## src/hdl/sharpen_3x3_convolution_defines.svh

```systemverilog
// Assertion macros shared by the sharpen filter modules.
`ifndef SHARPEN_3X3_CONVOLUTION_DEFINES_SVH
`define SHARPEN_3X3_CONVOLUTION_DEFINES_SVH
`ifndef NO_ASSERTIONS
// Check that cons follows whenever ante holds, in the same cycle.
`define SH3_ASSERT_IMPLIES(lbl, ante, cons) \
  lbl: assert property (@(posedge clk) disable iff (!rst_n) (ante) |-> cons) \
    else $error("sh3 assertion failed");
// Check that cons holds in the cycle after ante.
`define SH3_ASSERT_NEXT(lbl, ante, cons) \
  lbl: assert property (@(posedge clk) disable iff (!rst_n) (ante) |=> cons) \
    else $error("sh3 assertion failed");
`else
`define SH3_ASSERT_IMPLIES(lbl, ante, cons)
`define SH3_ASSERT_NEXT(lbl, ante, cons)
`endif
`endif

```

## src/hdl/sh3_pkg.sv

```systemverilog
// Types, constants and arithmetic helpers of the 3x3 sharpen filter.
package sh3_pkg;

  localparam int MAX_WIDTH  = 1024;
  localparam int MAX_HEIGHT = 4096;

  localparam int COL_W   = $clog2(MAX_WIDTH);
  localparam int CNT_W   = $clog2(MAX_WIDTH * MAX_HEIGHT + MAX_WIDTH + 2);
  localparam int ROW_W   = CNT_W - 1;
  localparam int STEP_W  = $clog2(CNT_W);

  localparam int CFG_W_W    = 11;
  localparam int CFG_H_W    = 13;
  localparam int CFG_DATA_W = 13;
  localparam int CFG_IDX_W  = 1;

  localparam logic [CFG_IDX_W-1:0] REG_IMAGE_WIDTH  = 1'b0;
  localparam logic [CFG_IDX_W-1:0] REG_IMAGE_HEIGHT = 1'b1;

  localparam logic [CFG_W_W-1:0] WIDTH_RESET  = 11'd640;
  localparam logic [CFG_H_W-1:0] HEIGHT_RESET = 13'd480;

  localparam int OUT_DEPTH = 4;
  localparam int OPTR_W    = $clog2(OUT_DEPTH);
  localparam int OCNT_W    = $clog2(OUT_DEPTH + 1);

  typedef struct packed {
    logic [7:0] blue;
    logic [7:0] green;
    logic [7:0] red;
  } pixel_t;

  typedef struct packed {
    pixel_t upper;
    pixel_t middle;
  } line_word_t;

  localparam int LINE_W = $bits(line_word_t);

  typedef struct packed {
    pixel_t center;
    pixel_t up;
    pixel_t down;
    pixel_t left;
    pixel_t right;
  } taps_t;

  typedef struct packed {
    pixel_t px;
    logic   frame_end;
  } result_t;

  typedef struct packed {
    logic             load;
    logic [COL_W-1:0] ocol;
    logic [ROW_W-1:0] orow;
  } pos_load_t;

  typedef enum logic [2:0] {
    SEQ_IDLE,
    SEQ_MUL,
    SEQ_THR,
    SEQ_DIV,
    SEQ_LOAD
  } seq_state_t;

  function automatic logic [CFG_W_W-1:0] clamp_width(logic [CFG_W_W-1:0] v);
    logic [CFG_W_W-1:0] res;
    if (v < CFG_W_W'(3)) begin
      res = CFG_W_W'(3);
    end else if (v > CFG_W_W'(MAX_WIDTH)) begin
      res = CFG_W_W'(MAX_WIDTH);
    end else begin
      res = v;
    end
    return res;
  endfunction

  function automatic logic [CFG_H_W-1:0] clamp_height(logic [CFG_H_W-1:0] v);
    logic [CFG_H_W-1:0] res;
    if (v < CFG_H_W'(3)) begin
      res = CFG_H_W'(3);
    end else if (v > CFG_H_W'(MAX_HEIGHT)) begin
      res = CFG_H_W'(MAX_HEIGHT);
    end else begin
      res = v;
    end
    return res;
  endfunction

  // 5*center minus the four direct neighbors, clamped to 0..255.
  function automatic logic [7:0] sharpen_chan(logic [7:0] c, logic [7:0] u,
                                              logic [7:0] d, logic [7:0] l,
                                              logic [7:0] r);
    logic signed [11:0] acc;
    logic [7:0]         res;
    acc = $signed({4'b0, c} * 12'd5) - $signed({4'b0, u}) - $signed({4'b0, d})
        - $signed({4'b0, l}) - $signed({4'b0, r});
    if (acc < 0) begin
      res = 8'd0;
    end else if (acc > 12'sd255) begin
      res = 8'd255;
    end else begin
      res = acc[7:0];
    end
    return res;
  endfunction

  function automatic pixel_t sharpen_px(taps_t t, logic inner);
    pixel_t res;
    if (inner) begin
      res.red   = sharpen_chan(t.center.red, t.up.red, t.down.red,
                               t.left.red, t.right.red);
      res.green = sharpen_chan(t.center.green, t.up.green, t.down.green,
                               t.left.green, t.right.green);
      res.blue  = sharpen_chan(t.center.blue, t.up.blue, t.down.blue,
                               t.left.blue, t.right.blue);
    end else begin
      res = t.center;
    end
    return res;
  endfunction

endpackage

```

## src/hdl/sh3_pos_div.sv

```systemverilog
// Sequencer that rebuilds frame size and output position after a register write.
module sh3_pos_div import sh3_pkg::*; (
  input  logic               clk,
  input  logic               rst_n,
  input  logic               start,
  input  logic [CFG_W_W-1:0] width,
  input  logic [CFG_H_W-1:0] height,
  input  logic [CNT_W-1:0]   items_seen,
  output logic               busy,
  output logic [CNT_W-1:0]   thr,
  output pos_load_t          pos
);

  seq_state_t                  state_r, state_nxt;
  logic [STEP_W-1:0]           step_r, step_nxt;
  logic [CNT_W-1:0]            total_r, total_nxt;
  logic [CNT_W-1:0]            thr_r, thr_nxt;
  logic [CNT_W-1:0]            num_r, num_nxt;
  logic [COL_W-1:0]            rem_r, rem_nxt;
  logic [COL_W:0]              trial;
  logic                        ge;
  logic [CFG_W_W+CFG_H_W-1:0]  prod;
  logic [CNT_W-1:0]            w_ext;
  logic [CNT_W-1:0]            dividend;

  assign prod     = width * height;
  assign w_ext    = CNT_W'(width);
  // position of the next result: items_seen - width - 1, or zero in warm-up
  assign dividend = (items_seen > w_ext) ? items_seen - w_ext - 1'b1 : '0;
  assign trial    = {rem_r, num_r[CNT_W-1]};
  assign ge       = trial >= width;

  always_ff @(posedge clk) begin
    if (!rst_n) begin
      state_r <= SEQ_MUL;
      step_r  <= '0;
    end else begin
      state_r <= state_nxt;
      step_r  <= step_nxt;
    end
  end

  always_ff @(posedge clk) begin
    total_r <= total_nxt;
    thr_r   <= thr_nxt;
    num_r   <= num_nxt;
    rem_r   <= rem_nxt;
  end

  always_comb begin
    state_nxt = state_r;
    step_nxt  = step_r;
    total_nxt = total_r;
    thr_nxt   = thr_r;
    num_nxt   = num_r;
    rem_nxt   = rem_r;
    unique case (state_r)
      SEQ_IDLE: ;
      SEQ_MUL: begin
        total_nxt = prod[CNT_W-1:0];
        num_nxt   = dividend;
        state_nxt = SEQ_THR;
      end
      SEQ_THR: begin
        thr_nxt   = total_r + w_ext + 1'b1;
        rem_nxt   = '0;
        step_nxt  = '0;
        state_nxt = SEQ_DIV;
      end
      SEQ_DIV: begin
        // restoring division, one quotient bit per cycle
        rem_nxt  = ge ? COL_W'(trial - width) : trial[COL_W-1:0];
        num_nxt  = {num_r[CNT_W-2:0], ge};
        step_nxt = step_r + 1'b1;
        if (step_r == STEP_W'(CNT_W - 1)) begin
          state_nxt = SEQ_LOAD;
        end
      end
      SEQ_LOAD: state_nxt = SEQ_IDLE;
      default:  state_nxt = SEQ_IDLE;
    endcase
    if (start) begin
      state_nxt = SEQ_MUL;
    end
  end

  assign busy     = state_r != SEQ_IDLE;
  assign thr      = thr_r;
  assign pos.load = state_r == SEQ_LOAD;
  assign pos.ocol = rem_r;
  assign pos.orow = num_r[ROW_W-1:0];

endmodule

```

## config.mk

```make
export PLATFORM = sky130hd
export DESIGN_NAME = sh3_pos_div
export DESIGN_NICKNAME = d
export VERILOG_FILES = /design/src/hdl/sharpen_3x3_convolution_defines.svh /design/src/hdl/sh3_pkg.sv /design/src/hdl/sh3_pos_div.sv
export SDC_FILE = /design/constraint.sdc
export NUM_CORES = 1
export LEC_CHECK = 0
export BUFFER_PORTS_ARGS = -buffer_cell sky130_fd_sc_hd__buf_2
export CORE_MARGIN = 5
export CORE_UTILIZATION = 55
export DETAILED_ROUTE_END_ITERATION = 10
export PLACE_DENSITY = 0.78
export SLEW_MARGIN = 20
export SYNTH_ARGS = -nofsm -noshare
export SYNTH_HDL_FRONTEND = slang
export SYNTH_SLANG_ARGS = --single-unit
```

## constraint.sdc

```tcl
create_clock -name clk -period 5.2 [get_ports clk]
set_input_delay 0.26 -clock clk [delete_from_list [all_inputs] [get_ports clk]]
set_output_delay 0.26 -clock clk [all_outputs]
set_load 0.05 [all_outputs]
```

==> flow_metrics.py <==
metrics = {
    "clock_tree": {
        "cts_buffers": 9,
        "cts_buffer_depth": 2,
        "clk_latency_ps": 350,
        "clock_sinks": 87,
        "cts_root_buffer": "clkbuf_16",
        "clk_pin_slew_ps": 70,
        "htreeDepth": 3,
        "cts_hold_buffers": 0,
        "tritoncts": "built",
    },
    "floorplanning": {
        "fp.dieH_um": 146,
        "num_rows": 49,
        "dieArea_um2": 21200,
        "io_pins": 107,
        "die_x_um": 146,
        "start_util": 0.560,
        "core_um2": 18000,
    },
    "global_routing": {
        "grt_usage": 0.213,
        "grt-ovfl-total": 0,
        "grt_pass1_wl_mm": 37.8,
        "grt_pass1_vias": 7894,
        "grt_max_degree": 26,
        "antenna_found_initial": 0,
    },
    "worst_setup_path": {
        "cp_slowest_cell": "fa_1",
        "critPathBufInv": 4,
        "worstPathRequired_ps": 5310,
        "cp.arrival_ps": 5020,
        "cp_max_fo": 10,
        "cp-start-kind": "input port",
        "crit_type": "in2reg",
        "cp_top_family": "adder cells",
        "end_kind": "flop",
        "cpPeakStageDelay_ps": 560,
        "crit_chain": "buf_2 -> nand2_1 -> fa_1 -> inv_1 -> fa_1 -> fa_1 -> fa_1 -> inv_1 -> fa_1 -> inv_1 -> ha_1 -> and2_1 -> nor2b_1 -> o211ai_1 -> a21oi_2 -> mux2i_1 -> a2111oi_0",
        "crit_top_cell": "fa_1",
    },
    "logic_synthesis": {
        "ys.flop_type": "edfxtp_1",
        "synth_seq_cells": 87,
        "synth.top_cells.by_area": "edfxtp_1 (23%), fa_1 (20%), ha_1 (12%)",
        "synth_cells": 1070,
        "yosys.cell_types.count": 69,
        "synth_edf_count": 79,
        "netlist_area_um2": 10100,
        "yosys.area.top_type": "edfxtp_1",
        "yosysMostFrequentCell": "inv_1",
        "synth_top_area_frac": 0.235,
        "yosys_warnings": 0,
        "synth_common_cells": "inv_1 (170), nand2_1 (117), fa_1 (100)",
        "syn-mean-instance-area_um2": 9.44,
        "synth_nets": 1315,
        "async_flop_share": 0,
        "yosysSeqAreaShare": 0.251,
    },
    "sta": {
        "final.period_utilization": 0.943,
        "relSlewSlack": 0.342,
        "setup_viol": 0,
        "skew_ps": 10.7,
        "finalWorstSetupSlack_ps": 295,
        "report.final.hold_viol_count": 0,
        "tightest_slew_ps": 985,
        "period_needed_ps": 4910,
        "fmax_ghz": 0.204,
        "rsz0062_at_grt": "no",
        "drv_slew": 0,
    },
    "place": {
        "dpl_worst_slack_ps": -66.0,
        "routabilityCongestion": 0.926,
        "post-dp-hpwl_mm": 18.3,
        "portBuffers": 106,
    },
    "run": {
        "max_cap_violations": 0,
    },
    "route": {
        "vias": 7810,
        "drt_iter0_markers": 525,
        "wl_per_cell_um": 16.3,
        "drtPass1Iterations": 5,
        "postRouteAntennaNets": 0,
        "remaining_drc_errors": 0,
        "wirelength_mm": 22.7,
        "vias_per_cell": 5.63,
    },
    "cells_and_area": {
        "layout-drive-gt1-share": 0.144,
        "fillers": 1535,
        "diodes": 0,
        "finalNetCount": 1399,
        "syn_to_final_growth_pct": 9.80,
    },
    "status": {
        "status": "finished clean",
    },
    "power_and_ir_drop": {
        "ir_drop_mv": 0.311,
        "total_power_mw": 5.02,
        "p_leak_nw": 5.28,
        "powerDensity_nw_per_um2": 453,
    },
    "worst_hold_path": {
        "holdCritPathClass": "in2reg",
    },
}
-- sequential cells by signal, indices dropped and copies added, names as in the netlist --
signal   cells
state_r      3
step_r       5
rem_r       10
thr         23
num_r       23
total_r     23
-- cell usage in the layout (no fill, tap or decap), types with 4 or more instances in the layout --
master       n
a211oi_1     6
a21boi_0     4
a21o_1      13
a21oi_1     38
a22o_1      19
a31oi_1      7
and2_1      75
buf_2      106
buf_4       26
clkbuf_16    9
dfxtp_1      8
edfxtp_1    79
fa_1       100
ha_1        95
inv_1      170
nand2_1    117
nand2b_1     9
nand3_1     15
nand4_1      6
nor2_1      46
nor2b_1      6
nor3_1      16
nor4_1       4
nor4b_1      5
o211ai_1     5
o21a_1      10
o21ai_0     25
o31ai_1      4
or3_1        7
xnor2_1     28
xor2_1      37
-- per-stage QoR --
step | cells | setup TNS [ps] | util | area (um2) | hold slack [ps]
floorplan | 1070 | 0 | - | 10100 | 382
global placement | 1372 | 0 | 0.598 | 10800 | 496
detailed placement | 1372 | -66.0 | 0.598 | 10800 | 507
CTS | 1388 | 0 | 0.615 | 11100 | 156
global route | 1388 | 0 | 0.615 | 11100 | 171
finish | 1388 | 0 | 0.615 | 11100 | 160
-- where the power goes --
part           internal (mW)  leakage (nW)  switching [mW]
sequential              1.08         0.840          0.0761
clock                  0.375         0.135           0.288
combinational           1.37          4.31            1.83
total                   2.83          5.28            2.19
-- area by class of cell --
| type | instances | area [um2] | share of cell area |
|---|---|---|---|
| inverter | 170 | 638 | 0.0575 |
| clock buffer | 10 | 229 | 0.0207 |
| clock inverter | 6 | 70.1 | 0.00632 |
| multi-input combinational | 754 | 6610 | 0.596 |
| tap | 229 | 287 | 0.0258 |
| timing repair buffer | 132 | 726 | 0.0654 |
| sequential | 87 | 2530 | 0.228 |
-- worst paths after layout --
path	start	end	slack [ps]	depth (start not counted)
hold / removal	rst_n	step_r[2]	160	2
setup reg to reg	rem_r[5]	rem_r[5]	2180	7
hold reg to reg	step_r[4]	step_r[4]	520	2
setup / recovery	width[2]	total_r[20]	290	17
-- repair_timing --
| action | in CTS | in global routing |
|---|---|---|
| setup endpoints to repair | 0 | 1 |
| hold endpoints to repair | 0 | 0 |
| setup buffers | 0 | 0 |
| gates resized for setup | 0 | 1 |
-- cell families (layout without fill, tap and decap cells) --
kind of cell,count (synthesis),count (layout),share of synthesized area
XOR/XNOR,65,65,0.0564
AO/OA/AOI/OAI,171,171,0.122
buffers and inverters,229,318,0.0959
adder cells (fa/ha/maj),195,195,0.316
AND/OR/NAND/NOR,322,322,0.158
flip-flops,87,87,0.251
multiplexers,1,1,0.000991
-- metal layers --
metal  track usage  vias to the layer above  wire length [um]
li1              -                     3706                 -
met1         0.292                     3793              9900
met2         0.353                      282             10900
met3        0.0339                       29              1460
met4        0.0578                        0               423
met5             0                        -                 0
No activity file was read; power rests on OpenSTA's default activity.
