### src/hdl/sharpen_3x3_convolution_defines.svh
// Assertion macros shared by the sharpen filter modules.
`ifndef SHARPEN_3X3_CONVOLUTION_DEFINES_SVH
`define SHARPEN_3X3_CONVOLUTION_DEFINES_SVH
`ifndef NO_ASSERTIONS
// Check that cons follows whenever ante holds, in the same cycle.
`define SH3_ASSERT_IMPLIES(lbl, ante, cons) \
  lbl: assert property (@(posedge clk) disable iff (!rst_n) (ante) |-> cons) \
    else $error("sh3 assertion failed");
// Check that cons holds in the cycle after ante.
`define SH3_ASSERT_NEXT(lbl, ante, cons) \
  lbl: assert property (@(posedge clk) disable iff (!rst_n) (ante) |=> cons) \
    else $error("sh3 assertion failed");
`else
`define SH3_ASSERT_IMPLIES(lbl, ante, cons)
`define SH3_ASSERT_NEXT(lbl, ante, cons)
`endif
`endif

### src/hdl/sh3_pkg.sv
// Types, constants and arithmetic helpers of the 3x3 sharpen filter.
package sh3_pkg;

  localparam int MAX_WIDTH  = 1024;
  localparam int MAX_HEIGHT = 4096;

  localparam int COL_W   = $clog2(MAX_WIDTH);
  localparam int CNT_W   = $clog2(MAX_WIDTH * MAX_HEIGHT + MAX_WIDTH + 2);
  localparam int ROW_W   = CNT_W - 1;
  localparam int STEP_W  = $clog2(CNT_W);

  localparam int CFG_W_W    = 11;
  localparam int CFG_H_W    = 13;
  localparam int CFG_DATA_W = 13;
  localparam int CFG_IDX_W  = 1;

  localparam logic [CFG_IDX_W-1:0] REG_IMAGE_WIDTH  = 1'b0;
  localparam logic [CFG_IDX_W-1:0] REG_IMAGE_HEIGHT = 1'b1;

  localparam logic [CFG_W_W-1:0] WIDTH_RESET  = 11'd640;
  localparam logic [CFG_H_W-1:0] HEIGHT_RESET = 13'd480;

  localparam int OUT_DEPTH = 4;
  localparam int OPTR_W    = $clog2(OUT_DEPTH);
  localparam int OCNT_W    = $clog2(OUT_DEPTH + 1);

  typedef struct packed {
    logic [7:0] blue;
    logic [7:0] green;
    logic [7:0] red;
  } pixel_t;

  typedef struct packed {
    pixel_t upper;
    pixel_t middle;
  } line_word_t;

  localparam int LINE_W = $bits(line_word_t);

  typedef struct packed {
    pixel_t center;
    pixel_t up;
    pixel_t down;
    pixel_t left;
    pixel_t right;
  } taps_t;

  typedef struct packed {
    pixel_t px;
    logic   frame_end;
  } result_t;

  typedef struct packed {
    logic             load;
    logic [COL_W-1:0] ocol;
    logic [ROW_W-1:0] orow;
  } pos_load_t;

  typedef enum logic [2:0] {
    SEQ_IDLE,
    SEQ_MUL,
    SEQ_THR,
    SEQ_DIV,
    SEQ_LOAD
  } seq_state_t;

  function automatic logic [CFG_W_W-1:0] clamp_width(logic [CFG_W_W-1:0] v);
    logic [CFG_W_W-1:0] res;
    if (v < CFG_W_W'(3)) begin
      res = CFG_W_W'(3);
    end else if (v > CFG_W_W'(MAX_WIDTH)) begin
      res = CFG_W_W'(MAX_WIDTH);
    end else begin
      res = v;
    end
    return res;
  endfunction

  function automatic logic [CFG_H_W-1:0] clamp_height(logic [CFG_H_W-1:0] v);
    logic [CFG_H_W-1:0] res;
    if (v < CFG_H_W'(3)) begin
      res = CFG_H_W'(3);
    end else if (v > CFG_H_W'(MAX_HEIGHT)) begin
      res = CFG_H_W'(MAX_HEIGHT);
    end else begin
      res = v;
    end
    return res;
  endfunction

  // 5*center minus the four direct neighbors, clamped to 0..255.
  function automatic logic [7:0] sharpen_chan(logic [7:0] c, logic [7:0] u,
                                              logic [7:0] d, logic [7:0] l,
                                              logic [7:0] r);
    logic signed [11:0] acc;
    logic [7:0]         res;
    acc = $signed({4'b0, c} * 12'd5) - $signed({4'b0, u}) - $signed({4'b0, d})
        - $signed({4'b0, l}) - $signed({4'b0, r});
    if (acc < 0) begin
      res = 8'd0;
    end else if (acc > 12'sd255) begin
      res = 8'd255;
    end else begin
      res = acc[7:0];
    end
    return res;
  endfunction

  function automatic pixel_t sharpen_px(taps_t t, logic inner);
    pixel_t res;
    if (inner) begin
      res.red   = sharpen_chan(t.center.red, t.up.red, t.down.red,
                               t.left.red, t.right.red);
      res.green = sharpen_chan(t.center.green, t.up.green, t.down.green,
                               t.left.green, t.right.green);
      res.blue  = sharpen_chan(t.center.blue, t.up.blue, t.down.blue,
                               t.left.blue, t.right.blue);
    end else begin
      res = t.center;
    end
    return res;
  endfunction

endpackage

### src/hdl/sh3_out_fifo.sv
// Small result queue that decouples the filter pipeline from the receiver.
`include "sharpen_3x3_convolution_defines.svh"
module sh3_out_fifo import sh3_pkg::*; (
  input  logic              clk,
  input  logic              rst_n,
  input  logic              push,
  input  result_t           din,
  input  logic              out_ready,
  output logic              out_valid,
  output result_t           dout,
  output logic [OCNT_W-1:0] count
);

  result_t            mem_r [OUT_DEPTH];
  logic [OPTR_W-1:0]  wr_ptr_r, rd_ptr_r;
  logic [OCNT_W-1:0]  count_r, count_nxt;
  logic               pop;

  assign out_valid = count_r != '0;
  assign pop       = out_valid && out_ready;
  assign dout      = mem_r[rd_ptr_r];
  assign count     = count_r;

  always_comb begin
    count_nxt = count_r;
    if (push && !pop) begin
      count_nxt = count_r + 1'b1;
    end else if (pop && !push) begin
      count_nxt = count_r - 1'b1;
    end
  end

  always_ff @(posedge clk) begin
    if (!rst_n) begin
      wr_ptr_r <= '0;
      rd_ptr_r <= '0;
      count_r  <= '0;
    end else begin
      if (push) begin
        wr_ptr_r <= wr_ptr_r + 1'b1;
      end
      if (pop) begin
        rd_ptr_r <= rd_ptr_r + 1'b1;
      end
      count_r <= count_nxt;
    end
  end

  always_ff @(posedge clk) begin
    if (push) begin
      mem_r[wr_ptr_r] <= din;
    end
  end

  `SH3_ASSERT_IMPLIES(a_fifo_no_overflow, push && !pop, count_r < OCNT_W'(OUT_DEPTH))

endmodule

### config.mk
export PLATFORM = sky130hd
export DESIGN_NAME = sh3_out_fifo
export DESIGN_NICKNAME = d
export VERILOG_FILES = /design/src/hdl/sh3_pkg.sv /design/src/hdl/sh3_out_fifo.sv
export VERILOG_INCLUDE_DIRS = /design/src /design/src/hdl
export SDC_FILE = /design/constraint.sdc
export NUM_CORES = 1
export LEC_CHECK = 0
export BUFFER_PORTS_ARGS = -buffer_cell sky130_fd_sc_hd__buf_2
export CORE_UTILIZATION = 45
export DETAILED_ROUTE_END_ITERATION = 8
export PLACE_DENSITY = 0.74
export SLEW_MARGIN = 30
export SYNTH_ARGS = -nofsm -noshare
export SYNTH_HDL_FRONTEND = slang
export SYNTH_SLANG_ARGS = --single-unit
### constraint.sdc
create_clock -name clk -period 2 [get_ports clk]
set_input_delay 0.3 -clock clk [delete_from_list [all_inputs] [get_ports clk]]
set_output_delay 0.3 -clock clk [all_outputs]
set_load 0.02 [all_outputs]
==> flow_metrics.tcl, run 1 <==
set metrics [dict create \
    post_drt_wl_per_cell_um 18.08 \
    critPathKind "reg2out" \
    area_growth_pct 16.91 \
    period_share_pct 100.4 \
    cts_root_buf "clkbuf_8" \
    worst_pin_slew_ps 631.3 \
    skew_ps 4.901 \
    yosys-top-cells-area "edfxtp_1, mux4_2, dfxtp_1, mux4_1, ha_1" \
    multi_input_area_um2 854.6 \
    async_flop_share_pct 0 \
    vdd_drop_max_uv 599.9 \
    firstDrtPassIters 6 \
    slew_headroom_pct 57.91 \
    postLayoutCoreUtil_pct 54.70 \
    synthCells 173 \
    num_rows 34 \
    max_freq_mhz 498.1 \
    required_ps 1700 \
    die-area_um2 9542 \
    violations "DRC, setup timing" \
    grt_overflow_total 0 \
    holdPathStages 1 \
    synthesis.nets 208 \
    worstRegToRegCells 7 \
    grt_pass1_vias 1999 \
    arrival_ps 1710 \
    grt_max_degree 19 \
    synth_common_cells "edfxtp_1, mux4_2, and2_1, dfxtp_1" \
    layout-drive-gt1-share_pct 43.87 \
    ant_nets 0 \
    cp_max_fo 7 \
    synth_ff_type "edfxtp_1" \
    rsz0062_at_grt "true" \
    pin_count 58 \
    cts_buffers 9 \
    vias 1859 \
    ys.warnings.count 0 \
    period_minus_slack_ps 2008 \
    cts_setup_buffers 0 \
    cts_sinks 109 \
    design.core.area_um2 8806 \
    post-dp-hpwl_um 4248 \
    tritoncts "built" \
    finalHoldViolCount 0 \
    via_per_inst 5.150 \
    setup_slack_ps -7.630 \
    drt_wl_total_um 6527 \
    start_util_pct 46.79 \
    seqCellArea_um2 3188 \
    ys_seq_area_share_pct 77.25 \
    globalplace.congestion 0.7406 \
    maxCapViolations 0 \
    antenna_cells 0 \
    postCtsHoldBufs 0 \
    grt_antenna_before_repair 1 \
    die_y_um 97.69 \
    portBuffers 57 \
    cts_max_level 3 \
    power_per_cell_area_nw_per_um2 1144 \
    status "finished with violations" \
    drcViolationCount 10 \
    yosysTopAreaCell "edfxtp_1" \
    place_area_um2 4617 \
    die_w_um 97.69 \
    yosysMostFrequentCell "edfxtp_1" \
    critPathLaunchType "flip-flop" \
    grt_pass1_wl_um 10440 \
    min_path_type "in2reg" \
    power_mw 5.510 \
    final_area_um2 4817 \
    end_kind "output pin" \
    drt_iter0_markers 142 \
    avgSynthCellArea_um2 23.82 \
    fin_nets 283 \
    grt_usage_pct 15.18 \
    drv_slew 0 \
    synth_cell_type_count 21 \
    clk_latency_ps 360 \
    setup_viol 2 \
    synth_top_area_share_pct 72.88 \
    synth_seq_cells 109 \
    synth_edf_count 100 \
    fillers 668 \
    synth_area_um2 4120 \
    clk_path_buf_depth 2 \
    cts.clk_slew.worst_paths_ps 90 \
    p_leak_nw 1.664 \
]
report_power, final:
group,internal (mW),switching (mW)
Combinational,0.805,0.820
Clock,0.459,0.694
Sequential,2.65,0.0846
Total,3.91,1.60
routing by layer:
layer / up-vias / GRT usage [%] / part of all wire (%)
li1: 860 / - / -
met3: 9 / 5.180 / 6.5
met4: 2 / 5.711 / 0.93
met5: - / 0 / 0.15
met2: 72 / 25.91 / 51
met1: 916 / 17.74 / 41
logic make-up (layout without fill, tap and decap cells):
family	count (synthesis)	after routing	share of synthesized area, %
flip-flops	109	109	77.25
multiplexers	27	27	14.61
AND/OR/NAND/NOR	13	13	1.974
buffers and inverters	9	89	1.883
adder cells (fa/ha/maj)	6	6	2.004
XOR/XNOR	5	5	1.063
AO/OA/AOI/OAI	4	4	1.215
worst max-delay path, cell delays in order, from the launching register on:
cell,delay (ps)
dfxtp_4,400
bufbuf_16,280
mux4_2,490
buf_2,170
repair_timing:
| item | 4_1_cts | 5_1_grt |
|---|---|---|
| gates cloned | 1 | 0 |
| pin swaps | 0 | 1 |
| setup endpoints to repair | 12 | 19 |
| gates resized for setup | 3 | 3 |
path summary, 6_finish.rpt:
kind	startpoint	slack, ps	end
min	din[0]	140	mem_r[3][0]
min reg2reg	wr_ptr_r[1]	570	wr_ptr_r[1]
max	flip-flop	-8	dout[13]
max reg2reg	count[1]	90	count[2]
stage by stage:
step | instances | setup TNS, ps | setup WS (ps) | hold WS, ps
3_5_place_dp | 344 | 0 | 56.65 | 516.2
6_report | 361 | -9.032 | -7.630 | 144.4
2_1_floorplan | 173 | 0 | 10.46 | 398.9
4_1_cts | 361 | -181.0 | -29.16 | 125.0
5_1_grt | 361 | -676.9 | -77.56 | 124.2
3_3_place_gp | 344 | 0 | 130.3 | 513.1
state kept, by name, indices dropped and copies added, names as in the netlist, named ones only:
register and count:
wr_ptr_r 2, rd_ptr_r 2, mem_r 100, count 3
cell type report:
class | instances | area share [%]
timing repair buffer | 70 | 9.584
multi-input combinational | 55 | 17.74
inverter | 3 | 0.2338
tap | 108 | 2.805
clock buffer | 11 | 2.727
sequential | 109 | 66.18
clock inverter | 5 | 0.7273
cells in the final DEF, fill, tap and decap left out, types with 3 or more instances in the layout:
cell type,instances
buf_2,57
edfxtp_1,100
clkbuf_8,9
inv_1,3
and2_1,9
dfxtp_1,7
buf_4,7
xnor2_1,3
buf_12,4
mux4_2,22
ha_1,4
mux4_1,3
No activity file was read; power rests on OpenSTA's default activity.
==> inputs of run 2 (changes only) <==
Settings changed: CELL_PAD_IN_SITES_DETAIL_PLACEMENT set to 0, CELL_PAD_IN_SITES_GLOBAL_PLACEMENT set to 1, CORE_UTILIZATION 45 to 44, PLACE_DENSITY 0.74 to 0.8.
==> flow_metrics.tcl, run 2 (same netlist as run 1, synthesis figures left out) <==
set metrics [dict create \
    ant_nets 0 \
    vias 1896 \
    clk_path_buf_depth 2 \
    layoutNonFillerInstCount 368 \
    placed_cells 346 \
    power_per_cell_area_nw_per_um2 1180 \
    firstDrtPassIters 4 \
    seqCellArea_um2 3192 \
    cts_max_level 3 \
    setup_slack_ps 46.08 \
    finalSetupTns_ps 0 \
    max_freq_mhz 511.8 \
    globalplace.congestion 0.7559 \
    power_mw 5.771 \
    layout-drive-gt1-share_pct 46.15 \
    max_stage_delay_ps 520 \
    grt_usage_pct 14.17 \
    min_path_type "in2reg" \
    dp_slack_ps 23.03 \
    clkPwrFrac_pct 24.0 \
    status "completed" \
    rsz0062_at_grt "true" \
    postLayoutCoreUtil_pct 55.02 \
    fillers 688 \
    via_per_inst 5.152 \
    swShare_pct 27.64 \
    postCtsHoldBufs 0 \
    critPathKind "reg2out" \
    final_cell_mix "edfxtp_1, buf_2, mux4_2, buf_4" \
    design.core.area_um2 8891 \
    antenna_cells 0 \
    drt_iter0_markers 61 \
    drcViolationCount 0 \
    grt_pass1_vias 1926 \
    cp_max_fo 10 \
    end_kind "output pin" \
    finalHoldViolCount 0 \
    cts_root_buf "clkbuf_8" \
    arrival_ps 1650 \
    area_growth_pct 18.74 \
    num_rows 34 \
    cts_buffers 9 \
    layout_commonest_cell "edfxtp_1" \
    clk_latency_ps 360 \
    power.switching_mw 1.595 \
    fin_nets 290 \
    grt_pass1_wl_um 9860 \
    required_ps 1700 \
    post_drt_wl_per_cell_um 17.45 \
    crit_buf_inv 2 \
    start_util_pct 46.34 \
    post-dp-hpwl_um 4203 \
    seqPwrFrac_pct 47.7 \
    crit_slowest_cell "mux4_2" \
    skew_ps 8.229 \
    cp_cell_sequence "buf_12 -> mux4_2 -> buf_2" \
    portBuffers 57 \
    critPathTopFamily "multiplexers" \
    p_leak_nw 1.703 \
    multi_input_area_um2 860.8 \
    regMostFlops "mem_r" \
    cts_sinks 109 \
    power_frac_comb_pct 28.3 \
    r2r-start "count[2]" \
    drv_slew 0 \
    period_share_pct 97.70 \
    hp-start "din[9]" \
    die-area_um2 9756 \
    grt_antenna_before_repair 1 \
    drt_wl_total_um 6421 \
    worst_pin_slew_ps 397.4 \
    setup_viol 0 \
    die_y_um 98.77 \
    intPower_mw 4.176 \
    slew_headroom_pct 73.51 \
    critPathLaunchType "flip-flop" \
    vdd_drop_max_uv 609.8 \
    period_minus_slack_ps 1954 \
    die_w_um 98.77 \
    pin_count 58 \
    tritoncts "built" \
    maxCapViolations 0 \
    grt_overflow_total 0 \
    cts.clk_slew.worst_paths_ps 90 \
    grt_max_degree 26 \
    largest_register_ffs 100 \
]
## run 2: final timing paths
check,end,slack (ps),cells after the start
max,dout[0],50,3
min,mem_r[0][9],150,1
max reg2reg,count[2],130,7
min reg2reg,wr_ptr_r[1],580,2
## run 2: metal layers
layer,routed length (um),part of all wire (%),global-route usage (%),vias up
li1,-,-,-,873
met1,2666,42,17.21,956
met2,3319,52,23.78,59
met3,365,5.7,4.894,8
met4,70,1.1,4.822,0
met5,0,0,0,-
## run 2: metrics by stage
stage / hold WS [ps] / area [um^2]
floorplan: 398.9 / 4121
global placement: 511.7 / 4607
detailed placement: 520.6 / 4607
CTS: 136.4 / 4843
global route: 130.0 / 4892
finish: 147.7 / 4892
## run 2: layout make-up
cell class,instances,area share [%]
Sequential cell,109,65.24
Multi-Input combinational cell,55,17.60
Timing Repair Buffer,77,9.770
Tap cell,108,2.762
Clock buffer,10,2.609
Clock inverter,6,1.790
Inverter,3,0.2302
## run 2: timing repair
action                                  4_1_cts  5_1_grt
buffers inserted                              2        4
pin swaps                                     0        3
gates resized for setup                       2       11
endpoints found under the setup margin       21       18
gates cloned                                  0        0
## run 2: power groups by stage
stage	Sequential (mW)	Combinational (mW)	Clock, mW
2_1_floorplan	2.79	1.12	0
3_3_place_gp	2.79	1.53	0
3_5_place_dp	2.80	1.54	0
4_1_cts	2.75	1.59	1.42
5_1_grt	2.77	1.76	1.51
6_report	2.75	1.63	1.39
## run 2: worst reg2reg max path, delay by kind of cell, from the launching register on
family          cells  cell delay [ps]
simple gates        1              300
flops               1              370
xor+xnor            1              150
fa+ha+maj           2              540
compound gates      2              380
buf+inv             1               50
